$ cat config.mk
export PLATFORM = sky130hd
export DESIGN_NAME = point_track_window_average
export DESIGN_NICKNAME = d
export VERILOG_FILES = /design/src/hw/rtl/ptwa_pkg.sv /design/src/hw/rtl/ptwa_div.sv /design/src/hw/rtl/ptwa_window.sv /design/src/hw/rtl/point_track_window_average.sv
export SDC_FILE = /design/constraint.sdc
export NUM_CORES = 1
export LEC_CHECK = 0
export BUFFER_PORTS_ARGS = -buffer_cell sky130_fd_sc_hd__clkbuf_2
export CAP_MARGIN = 10
export CORE_MARGIN = 2
export CORE_UTILIZATION = 45
export DETAILED_ROUTE_END_ITERATION = 10
export HOLD_SLACK_MARGIN = 0.15
export PLACE_DENSITY = 0.71
export SYNTH_ARGS = -nofsm -noshare
export SYNTH_HDL_FRONTEND = slang
export SYNTH_HIERARCHICAL = 1
export SYNTH_SLANG_ARGS = --single-unit
$ cat constraint.sdc
create_clock -name clk -period 13.84 [get_ports clk]
set_clock_uncertainty 0.2 [all_clocks]
set_input_delay 4.152 -clock clk [delete_from_list [all_inputs] [get_ports clk]]
set_output_delay 4.152 -clock clk [all_outputs]
set_load 0.1 [all_outputs]
$ cat src/hw/rtl/ptwa_pkg.sv
package ptwa_pkg;

  // sizing
  localparam int MAX_WINDOW = 16;
  localparam int COORD_BITS = 12;
  localparam int IDX_BITS   = $clog2(MAX_WINDOW);
  localparam int CNT_BITS   = $clog2(MAX_WINDOW + 1);
  localparam int SUM_BITS   = COORD_BITS + $clog2(MAX_WINDOW);
  localparam int WIN_BITS   = 5;
  localparam int WIN_RESET  = 10;
  localparam int LEN_BITS   = (WIN_BITS > CNT_BITS) ? WIN_BITS + 1 : CNT_BITS + 1;
  localparam int DIV_CNT_BITS = $clog2(SUM_BITS + 1);

  // stream packing
  localparam int IN_DATA_BITS   = ((2 * COORD_BITS + 7) / 8) * 8;
  localparam int OUT_FIELD_BITS = 2 * COORD_BITS + CNT_BITS;
  localparam int OUT_DATA_BITS  = ((OUT_FIELD_BITS + 7) / 8) * 8;

  typedef logic [COORD_BITS-1:0] coord_t;
  typedef logic [CNT_BITS-1:0]   cnt_t;
  typedef logic [SUM_BITS-1:0]   sum_t;
  typedef logic [IDX_BITS-1:0]   idx_t;
  typedef logic [WIN_BITS-1:0]   win_t;

  // input item kind
  typedef enum logic {
    ACT_ADD   = 1'b0,
    ACT_EMPTY = 1'b1
  } action_t;

  // sequencer states
  typedef enum logic [2:0] {
    ST_IDLE,
    ST_UPDATE,
    ST_START,
    ST_DIV,
    ST_OUT
  } state_t;

  // update command into the window store
  typedef struct packed {
    logic    upd;
    action_t action;
    coord_t  pos_x;
    coord_t  pos_y;
  } win_cmd_t;

  // running window status
  typedef struct packed {
    sum_t sum_x;
    sum_t sum_y;
    cnt_t count;
  } win_stat_t;

endpackage

$ cat src/hw/rtl/ptwa_div.sv
module ptwa_div (
  input  logic             clk,
  input  logic             rst_n,
  input  logic             start,
  input  ptwa_pkg::sum_t   dividend,
  input  ptwa_pkg::cnt_t   divisor,
  output ptwa_pkg::coord_t quotient,
  output logic             done
);
  import ptwa_pkg::*;

  sum_t                    dvd_r;
  cnt_t                    dsr_r;
  cnt_t                    rem_r;
  logic [DIV_CNT_BITS-1:0] cnt_r;
  logic                    busy_r;
  logic                    done_r;

  logic [CNT_BITS:0] rem_sh;
  logic [CNT_BITS:0] rem_sub;
  logic              ge;

  // one quotient bit per cycle, restoring
  always_comb begin
    rem_sh  = {rem_r, dvd_r[SUM_BITS-1]};
    rem_sub = rem_sh - {1'b0, dsr_r};
    ge      = (rem_sh >= {1'b0, dsr_r});
  end

  // control
  always_ff @(posedge clk) begin
    if (!rst_n) begin
      busy_r <= 1'b0;
      done_r <= 1'b0;
      cnt_r  <= '0;
    end else begin
      done_r <= 1'b0;
      if (start) begin
        busy_r <= 1'b1;
        cnt_r  <= DIV_CNT_BITS'(SUM_BITS);
      end else if (busy_r) begin
        cnt_r <= cnt_r - DIV_CNT_BITS'(1);
        if (cnt_r == DIV_CNT_BITS'(1)) begin
          busy_r <= 1'b0;
          done_r <= 1'b1;
        end
      end
    end
  end

  // datapath: dividend shifts out at the top, quotient shifts in at the bottom
  always_ff @(posedge clk) begin
    if (start) begin
      dvd_r <= dividend;
      dsr_r <= divisor;
      rem_r <= '0;
    end else if (busy_r) begin
      dvd_r <= {dvd_r[SUM_BITS-2:0], ge};
      rem_r <= ge ? rem_sub[CNT_BITS-1:0] : rem_sh[CNT_BITS-1:0];
    end
  end

  assign quotient = dvd_r[COORD_BITS-1:0];
  assign done     = done_r;

endmodule

$ cat src/hw/rtl/ptwa_window.sv
module ptwa_window (
  input  logic                clk,
  input  logic                rst_n,
  input  ptwa_pkg::win_t      win_len,
  input  ptwa_pkg::win_cmd_t  cmd,
  output ptwa_pkg::win_stat_t stat
);
  import ptwa_pkg::*;

  // ring store, no reset; only live entries are read
  coord_t store_x [MAX_WINDOW];
  coord_t store_y [MAX_WINDOW];

  coord_t rd_x_r;
  coord_t rd_y_r;
  idx_t   oldest_r;
  cnt_t   count_r;
  sum_t   sum_x_r;
  sum_t   sum_y_r;

  logic [LEN_BITS-1:0] len_ext;
  cnt_t                eff_len;
  logic                is_add;
  logic                drop;
  logic [CNT_BITS:0]   slot_sum;
  idx_t                wr_slot;
  idx_t                oldest_inc;
  sum_t                sub_x;
  sum_t                sub_y;
  sum_t                add_x;
  sum_t                add_y;

  // effective window length, clamped to 1..MAX_WINDOW
  always_comb begin
    len_ext = LEN_BITS'(win_len);
    if (len_ext == '0) begin
      eff_len = CNT_BITS'(1);
    end else if (len_ext > LEN_BITS'(MAX_WINDOW)) begin
      eff_len = CNT_BITS'(MAX_WINDOW);
    end else begin
      eff_len = len_ext[CNT_BITS-1:0];
    end
  end

  // drop decision, slots and sum deltas
  always_comb begin
    is_add = (cmd.action == ACT_ADD);
    if (is_add) begin
      drop = (count_r >= eff_len);
    end else begin
      drop = (count_r != '0);
    end
    slot_sum = {1'b0, CNT_BITS'(oldest_r)} + {1'b0, count_r};
    if (slot_sum >= (CNT_BITS + 1)'(MAX_WINDOW)) begin
      slot_sum = slot_sum - (CNT_BITS + 1)'(MAX_WINDOW);
    end
    wr_slot = slot_sum[IDX_BITS-1:0];
    if (oldest_r == IDX_BITS'(MAX_WINDOW - 1)) begin
      oldest_inc = '0;
    end else begin
      oldest_inc = oldest_r + IDX_BITS'(1);
    end
    sub_x = drop ? SUM_BITS'(rd_x_r) : '0;
    sub_y = drop ? SUM_BITS'(rd_y_r) : '0;
    add_x = is_add ? SUM_BITS'(cmd.pos_x) : '0;
    add_y = is_add ? SUM_BITS'(cmd.pos_y) : '0;
  end

  // store write and registered read of the oldest entry
  always_ff @(posedge clk) begin
    if (cmd.upd && is_add) begin
      store_x[wr_slot] <= cmd.pos_x;
      store_y[wr_slot] <= cmd.pos_y;
    end
    rd_x_r <= store_x[oldest_r];
    rd_y_r <= store_y[oldest_r];
  end

  // pointer, count and running sums
  always_ff @(posedge clk) begin
    if (!rst_n) begin
      oldest_r <= '0;
      count_r  <= '0;
      sum_x_r  <= '0;
      sum_y_r  <= '0;
    end else if (cmd.upd) begin
      if (drop) begin
        oldest_r <= oldest_inc;
      end
      count_r <= count_r - CNT_BITS'(drop) + CNT_BITS'(is_add);
      sum_x_r <= sum_x_r - sub_x + add_x;
      sum_y_r <= sum_y_r - sub_y + add_y;
    end
  end

  assign stat.sum_x = sum_x_r;
  assign stat.sum_y = sum_y_r;
  assign stat.count = count_r;

endmodule

$ cat src/hw/rtl/point_track_window_average.sv
// channel | dir | signals                         | contents
// in      | in  | in_tvalid/in_tready/in_tdata    | tdata: pos_x, pos_y; tuser: action
// out     | out | out_tvalid/out_tready/out_tdata | tdata: avg_x, avg_y, point_count
// cfg     | in  | cfg_wr_en/cfg_wr_data           | window_length, to be written only when idle (not enforced)
//
// one item goes from acceptance to the next acceptance through: accept, window update,
// divider load, the serial shift of the two side-by-side dividers, divider done, output load
// the serial divider sets the rate; a new item is taken once the previous result
// sits in the output register, even while that result waits for out_tready
// rst_n is synchronous; the ring store itself is not cleared, only pointer,
// count and sums, and window_length returns to 10
module point_track_window_average (
  input  logic                                clk,
  input  logic                                rst_n,
  input  logic                                in_tvalid,
  output logic                                in_tready,
  input  logic [ptwa_pkg::IN_DATA_BITS-1:0]   in_tdata,   // pos_x, pos_y
  input  logic                                in_tuser,   // action
  output logic                                out_tvalid,
  input  logic                                out_tready,
  output logic [ptwa_pkg::OUT_DATA_BITS-1:0]  out_tdata,  // avg_x, avg_y, point_count
  input  logic                                cfg_wr_en,
  input  ptwa_pkg::win_t                      cfg_wr_data
);
  import ptwa_pkg::*;

  state_t    state_r;
  state_t    state_nxt;
  win_t      win_len_r;
  win_cmd_t  cmd;
  win_stat_t stat;

  action_t   act_r;
  coord_t    pos_x_r;
  coord_t    pos_y_r;

  logic      win_upd;
  logic      div_start;
  coord_t    quo_x;
  coord_t    quo_y;
  logic      done_x;
  logic      done_y;
  logic      out_load;

  logic      out_valid_r;
  logic      out_valid_nxt;
  coord_t    avg_x_r;
  coord_t    avg_y_r;
  cnt_t      count_out_r;

  logic      in_acc;

  // configuration register
  always_ff @(posedge clk) begin
    if (!rst_n) begin
      win_len_r <= WIN_BITS'(WIN_RESET);
    end else if (cfg_wr_en) begin
      win_len_r <= cfg_wr_data;
    end
  end

  // input capture
  assign in_acc = in_tvalid && in_tready;

  always_ff @(posedge clk) begin
    if (in_acc) begin
      act_r   <= action_t'(in_tuser);
      pos_x_r <= in_tdata[COORD_BITS-1:0];
      pos_y_r <= in_tdata[2*COORD_BITS-1:COORD_BITS];
    end
  end

  // sequencer state register
  always_ff @(posedge clk) begin
    if (!rst_n) begin
      state_r <= ST_IDLE;
    end else begin
      state_r <= state_nxt;
    end
  end

  // next state
  always_comb begin
    state_nxt = state_r;
    case (state_r)
      ST_IDLE: begin
        if (in_tvalid) state_nxt = ST_UPDATE;
      end
      ST_UPDATE: state_nxt = ST_START;
      ST_START:  state_nxt = ST_DIV;
      ST_DIV: begin
        if (done_x) state_nxt = ST_OUT;
      end
      ST_OUT: begin
        if (!out_valid_r || out_tready) state_nxt = ST_IDLE;
      end
      default: state_nxt = ST_IDLE;
    endcase
  end

  // state outputs
  always_comb begin
    in_tready = 1'b0;
    div_start = 1'b0;
    out_load  = 1'b0;
    win_upd   = 1'b0;
    case (state_r)
      ST_IDLE:   in_tready = 1'b1;
      ST_UPDATE: win_upd   = 1'b1;
      ST_START:  div_start = 1'b1;
      ST_OUT:    out_load  = !out_valid_r || out_tready;
      default:   in_tready = 1'b0;
    endcase
  end

  // update command: upd, action, pos_x, pos_y from the top bit down
  assign cmd = {win_upd, act_r, pos_x_r, pos_y_r};

  // window store and running sums
  ptwa_window u_window (
    .clk     (clk),
    .rst_n   (rst_n),
    .win_len (win_len_r),
    .cmd     (cmd),
    .stat    (stat)
  );

  // one serial divider per coordinate
  ptwa_div u_div_x (
    .clk      (clk),
    .rst_n    (rst_n),
    .start    (div_start),
    .dividend (stat.sum_x),
    .divisor  (stat.count),
    .quotient (quo_x),
    .done     (done_x)
  );

  ptwa_div u_div_y (
    .clk      (clk),
    .rst_n    (rst_n),
    .start    (div_start),
    .dividend (stat.sum_y),
    .divisor  (stat.count),
    .quotient (quo_y),
    .done     (done_y)
  );

  // output register
  always_comb begin
    out_valid_nxt = out_valid_r;
    if (out_load) begin
      out_valid_nxt = 1'b1;
    end else if (out_tready) begin
      out_valid_nxt = 1'b0;
    end
  end

  always_ff @(posedge clk) begin
    if (!rst_n) begin
      out_valid_r <= 1'b0;
    end else begin
      out_valid_r <= out_valid_nxt;
    end
  end

  // empty window reports a zero mean
  always_ff @(posedge clk) begin
    if (out_load) begin
      avg_x_r     <= (stat.count == '0) ? '0 : quo_x;
      avg_y_r     <= (stat.count == '0) ? '0 : quo_y;
      count_out_r <= stat.count;
    end
  end

  assign out_tvalid = out_valid_r;

  always_comb begin
    out_tdata = '0;
    out_tdata[COORD_BITS-1:0]            = avg_x_r;
    out_tdata[2*COORD_BITS-1:COORD_BITS] = avg_y_r;
    out_tdata[OUT_FIELD_BITS-1:2*COORD_BITS] = count_out_r;
  end

`ifndef SYNTHESIS
  // window never holds more than the store depth
  assert property (@(posedge clk) disable iff (!rst_n)
    stat.count <= CNT_BITS'(MAX_WINDOW))
    else $error("window count beyond store depth");

  // both dividers finish together and only while dividing
  assert property (@(posedge clk) disable iff (!rst_n)
    (done_x || done_y) |-> (done_x && done_y && state_r == ST_DIV))
    else $error("divider done out of step");

  // an accepted transaction goes straight to the window update
  assert property (@(posedge clk) disable iff (!rst_n)
    in_acc |=> state_r == ST_UPDATE)
    else $error("accepted transaction not updating window");

  // empty window reports zero means
  assert property (@(posedge clk) disable iff (!rst_n)
    (out_valid_r && count_out_r == '0) |-> (avg_x_r == '0 && avg_y_r == '0))
    else $error("nonzero mean for empty window");
`endif

endmodule

==> summary.txt, run 1 <==
Post-CTS sizing: 0
Largest net degree at the start of global routing: 72
Initial antenna violation count: 0
Vias: 13500
Worst hold margin: 0.276 ns
Final worst-path cycle share: 43.9%
Starting Density: 45.6%
Slew headroom: 26.0%
Crit Path Category: flip-flop to primary output
First-pass GRT wire length: 79.4 mm
Final Wtd Congestion: 0.844
Post-CTS Setup Inserts: 0
Area Overhead vs Synth: 11.5%
1st-iter DRT viols: 1290
Cells after synthesis: 1623
Die Wd: 241 um
GRT overflow: 0
ANT nets after route: 0
Hold Crit Endpoint: u_div_y/rem_r[4]
CTS buffer count: 58
I/O pin count: 69
Status: finished clean
Total power: 4.77 mW
Min Clock Period, post-route: 6.08 ns
Worst Path Arrival: 1.73 ns
Hold depth: 2
CTS tree: yes
Leakage: 9.73 nW
DRC: 0
DRT Wirelength: 50.9 mm
Pre-CTS setup slack: 7.95 ns
Nets: 1806
Clk buf depth: 3
Via density per instance: 5.46
Avg Cell Area, Syn: 15.5 sq um
Worst path required time: 9.49 ns
Final count of pins violating max slew: 0
Drt pass-1 iters: 7
Worst-Margin Slew: 1.11 ns
Achievable frequency: 165 MHz
Total Routing Usage GR: 18.0%
Worst setup margin: 7.76 ns
Number of synthesis warnings: 6
PD cells: 169 nW/um^2
Clk sink count: 577
Number of cell rows: 86
Die Ht: 241 um
Core area: 55300 sq um
Vias in the first global route: 13700
Cell area after synthesis: 25200 sq um
R2r setup slk: 8.56 ns
Worst r2r src: u_window/count_r[0]
CTS H-tree lvls: 2
Layout cells sized above 1: 21.3%
Average routed wire per standard cell: 20.5 um
Fin. Hold Viols: 0
Startpoint Class: flip-flop
RSZ-0062 raised after global routing: false
R2R depth: 20
CTS Root Cell: clkbuf_16
Ant. Diodes: 0
Die ar.: 58000 sq um
Setup violations, final: 0
R2r endpoint: u_window/sum_x_r[15]
Worst setup EP type: primary output
Clock-pin slew of the registers on the worst-case setup and hold paths: 0.05 ns
Setup TNS: 0 ns
# hold bufs at CTS: 0
Worst-path maximum fanout: 8
Hold Crit Class: flip-flop to flip-flop
Peak supply drop: 0.0000968 V
Clk_lat worst skew: 0.64 ns
Max-Cap Viols: 0
Hold path start: u_div_y/rem_r[4]
Port Buffers: 65
DP HPWL: 29.9 mm
==> worst max-delay path, cell delays in order (launching register included) <==
cell and delay, ns:
dfxtp_1 0.38, nor3_1 0.25, clkbuf_2 0.50
==> state kept, by name, indices dropped and copies added (netlist names), 16 cells and up <==
| register | flops |
|---|---|
| u_window/store_x | 192 |
| u_window/sum_x_r | 16 |
| u_window/sum_y_r | 16 |
| u_div_x/dvd_r | 16 |
| u_div_y/dvd_r | 16 |
| u_window/store_y | 192 |
==> worst max-delay path by stage <==
stage                     startpoint  cells after the start                    to
final                     state_r[0]                      2             in_tready
after floorplan           state_r[1]                      2             in_tready
after CTS                 state_r[0]                      2             in_tready
after global placement         rst_n                      6  u_window/sum_x_r[14]
after detailed placement       rst_n                      6  u_window/sum_x_r[14]
after global routing      state_r[0]                      2             in_tready
==> area by class of cell <==
type	count	area [sq um]
well taps	748	936
clock buffers	83	1610
multi-input cells	838	7970
clock inverters	27	293
repair buffers	93	536
fillers	4576	27200
flip-flops and latches	577	16400
inverters	114	428
==> power by group <==
part           internal [mW]  switching, mW
combinational          0.494          0.614
clock                  0.886          0.652
sequential              2.01          0.113
total                   3.39           1.38
==> cells in the final DEF, fill, tap and decap left out, types with 37 or more instances in the layout <==
cell,count
ha_1,61
clkbuf_16,58
mux2i_1,45
a21oi_1,55
nor2b_1,40
mux4_2,96
clkbuf_2,65
nand2b_1,37
dfxtp_1,93
nand2_1,67
inv_1,112
nor2_1,47
edfxtp_1,480
==> layer usage <==
| layer | vias up | track usage, % | part of all wire [%] |
|---|---|---|---|
| met2 | 384 | 30.0 | 48 |
| met3 | 76 | 2.56 | 5.0 |
| met5 | - | 0 | 0 |
| met4 | 0 | 5.24 | 2.2 |
| met1 | 6881 | 24.8 | 44 |
| li1 | 6189 | - | - |
==> metrics by stage <==
| stage | utilization (%) | cells | cell area (sq um) |
|---|---|---|---|
| detailed placement | 47.4 | 2370 | 26200 |
| floorplan | - | 1625 | 25200 |
| finish | 50.9 | 2480 | 28100 |
| global route | 50.9 | 2480 | 28100 |
| global placement | 47.4 | 2370 | 26200 |
| CTS | 50.9 | 2480 | 28100 |
No activity file was read; power rests on OpenSTA's default activity.
==> run 2, diff against run 1 <==
==> constraint.sdc (replaced) <==
create_clock -name clk -period 6.4 [get_ports clk]
set_clock_uncertainty 0.2 [all_clocks]
set_input_delay 1.92 -clock clk [delete_from_list [all_inputs] [get_ports clk]]
set_output_delay 1.92 -clock clk [all_outputs]
set_load 0.1 [all_outputs]
==> summary.txt, run 2 (same netlist as run 1, synthesis figures left out) <==
Status: finished clean
Startpoint Class: flip-flop
Highest-count cells in the layout ignoring fill and taps: edfxtp_1, inv_1, mux4_2, dfxtp_1, nand2_1
# hold bufs at CTS: 0
Clk_lat worst skew: 0.65 ns
Port Buffers: 65
Achievable frequency: 197 MHz
Total Routing Usage GR: 18.1%
ANT nets after route: 0
Worst path required time: 6.74 ns
Crit Path Category: flip-flop to flip-flop
DRT Wirelength: 51.2 mm
Starting Density: 45.6%
I/O pin count: 69
Die ar.: 58000 sq um
Layout cells sized above 1: 21.8%
Most used routing layer: met2
Clock-pin slew of the registers on the worst-case setup and hold paths: 0.06 ns
GRT overflow: 0
Slew headroom: 32.5%
Worst-Margin Slew: 1.01 ns
1st-iter DRT viols: 940
Setup TNS: 0 ns
Clk sink count: 577
Met2 Use GR: 29.3%
Drt pass-1 iters: 5
Top Registers: u_window/store_x: 192 flops, u_window/store_y: 192 flops
Via density per instance: 5.47
Post-CTS sizing: 0
Post-CTS Setup Inserts: 0
Setup violations, final: 0
Core area: 55300 sq um
Largest net degree at the start of global routing: 61
Number of cell rows: 86
Fin. Hold Viols: 0
Worst setup EP type: flip-flop
CTS buffer count: 60
Die Ht: 241 um
Vias: 13600
CTS tree: yes
Worst-path maximum fanout: 25
Most common cell after layout, fill and taps aside: edfxtp_1
Area Overhead vs Synth: 12.1%
Initial antenna violation count: 0
CTS Root Cell: clkbuf_16
Leakage: 9.80 nW
Grt met1 use: 25.2%
DP HPWL: 30.2 mm
Hold Crit Class: flip-flop to flip-flop
Min Clock Period, post-route: 5.07 ns
CTS H-tree lvls: 2
Nets: 1809
Met3 Use GR: 2.61%
Die Wd: 241 um
Clk buf depth: 3
Worst Path Arrival: 5.40 ns
DRC: 0
Final worst-path cycle share: 79.1%
Final count of pins violating max slew: 0
Peak supply drop: 0.000261 V
Ant. Diodes: 0
First-pass GRT wire length: 80.0 mm
Max-Cap Viols: 0
Fill count: 4491
Worst hold margin: 0.271 ns
RSZ-0062 raised after global routing: false
Final Wtd Congestion: 0.813
Average routed wire per standard cell: 20.6 um
PD cells: 370 nW/um^2
Vias in the first global route: 13800
[run 2: cell types whose count changed in the layout (fill, tap and decap cells not counted), moves of 2 or more]
cell / previous run / this run
clkbuf_16: 58 / 60
clkinv_2: 10 / 6
clkbuf_8: 6 / 14
inv_6: 2 / 0
clkinvlp_4: 3 / 5
clkbuf_1: 19 / 14
[run 2: layout make-up]
type                            count  area [sq um]  share of cell area, %
Sequential cell                   577         16400                   57.9
Multi-Input combinational cell    838          7970                   28.2
Clock buffer                       88          1750                   6.18
Tap cell                          748           936                   3.31
Timing Repair Buffer               94           543                   1.92
Inverter                          114           428                   1.51
Clock inverter                     25           298                   1.05
[run 2: critical path, cell delays in order, from the launching register on]
cell and delay (ns):
dfxtp_1 0.33, nor3_1 0.19, nor2_1 0.06, nor2_1 0.12, ha_1 0.24, nand2b_1 0.14, a21o_1 0.17, a21o_1 0.16
a21o_1 0.20, a211oi_4 0.30, a31oi_2 0.06, buf_4 0.25, and2_4 0.19, fa_1 0.53, inv_1 0.06, ha_1 0.29
a211oi_1 0.41, o211ai_1 0.16, nand2_1 0.15, o221ai_2 0.15, a21oi_1 0.21, mux2i_1 0.24, mux2i_1 0.19
[run 2: power breakdown]
| part | internal (mW) | switching (mW) |
|---|---|---|
| logic | 1.07 | 1.33 |
| registers | 4.34 | 0.224 |
| clock network | 2.06 | 1.45 |
| total | 7.47 | 3.00 |
[run 2: final timing paths]
path	from	endpoint	slack [ns]	cells after the start
setup / recovery	win_len_r[2]	u_window/sum_x_r[15]	1.33	22
hold / removal	u_div_y/rem_r[4]	u_div_y/rem_r[4]	0.27	2
setup reg to reg	win_len_r[2]	u_window/sum_x_r[15]	1.33	22
hold reg to reg	u_div_y/rem_r[4]	u_div_y/rem_r[4]	0.27	2
[run 2: layer usage]
metal | part of all wire [%] | vias to the layer above | wire (um)
met4 | 2.6 | 0 | 1330
met3 | 6.1 | 93 | 3120
met5 | 0 | - | 0
met2 | 47 | 430 | 24200
li1 | - | 6211 | -
met1 | 44 | 6848 | 22600
[run 2: stage by stage]
step	utilization (%)	power, mW	std cells	setup WS, ns	instance area, sq um
after floorplan	-	6.53	1625	1.81	25200
after global placement	47.4	6.95	2371	1.49	26200
after detailed placement	47.4	7.02	2371	1.39	26200
after CTS	51.1	10.6	2484	1.34	28300
after global routing	51.1	11.0	2484	1.01	28300
final	51.1	10.5	2484	1.33	28300
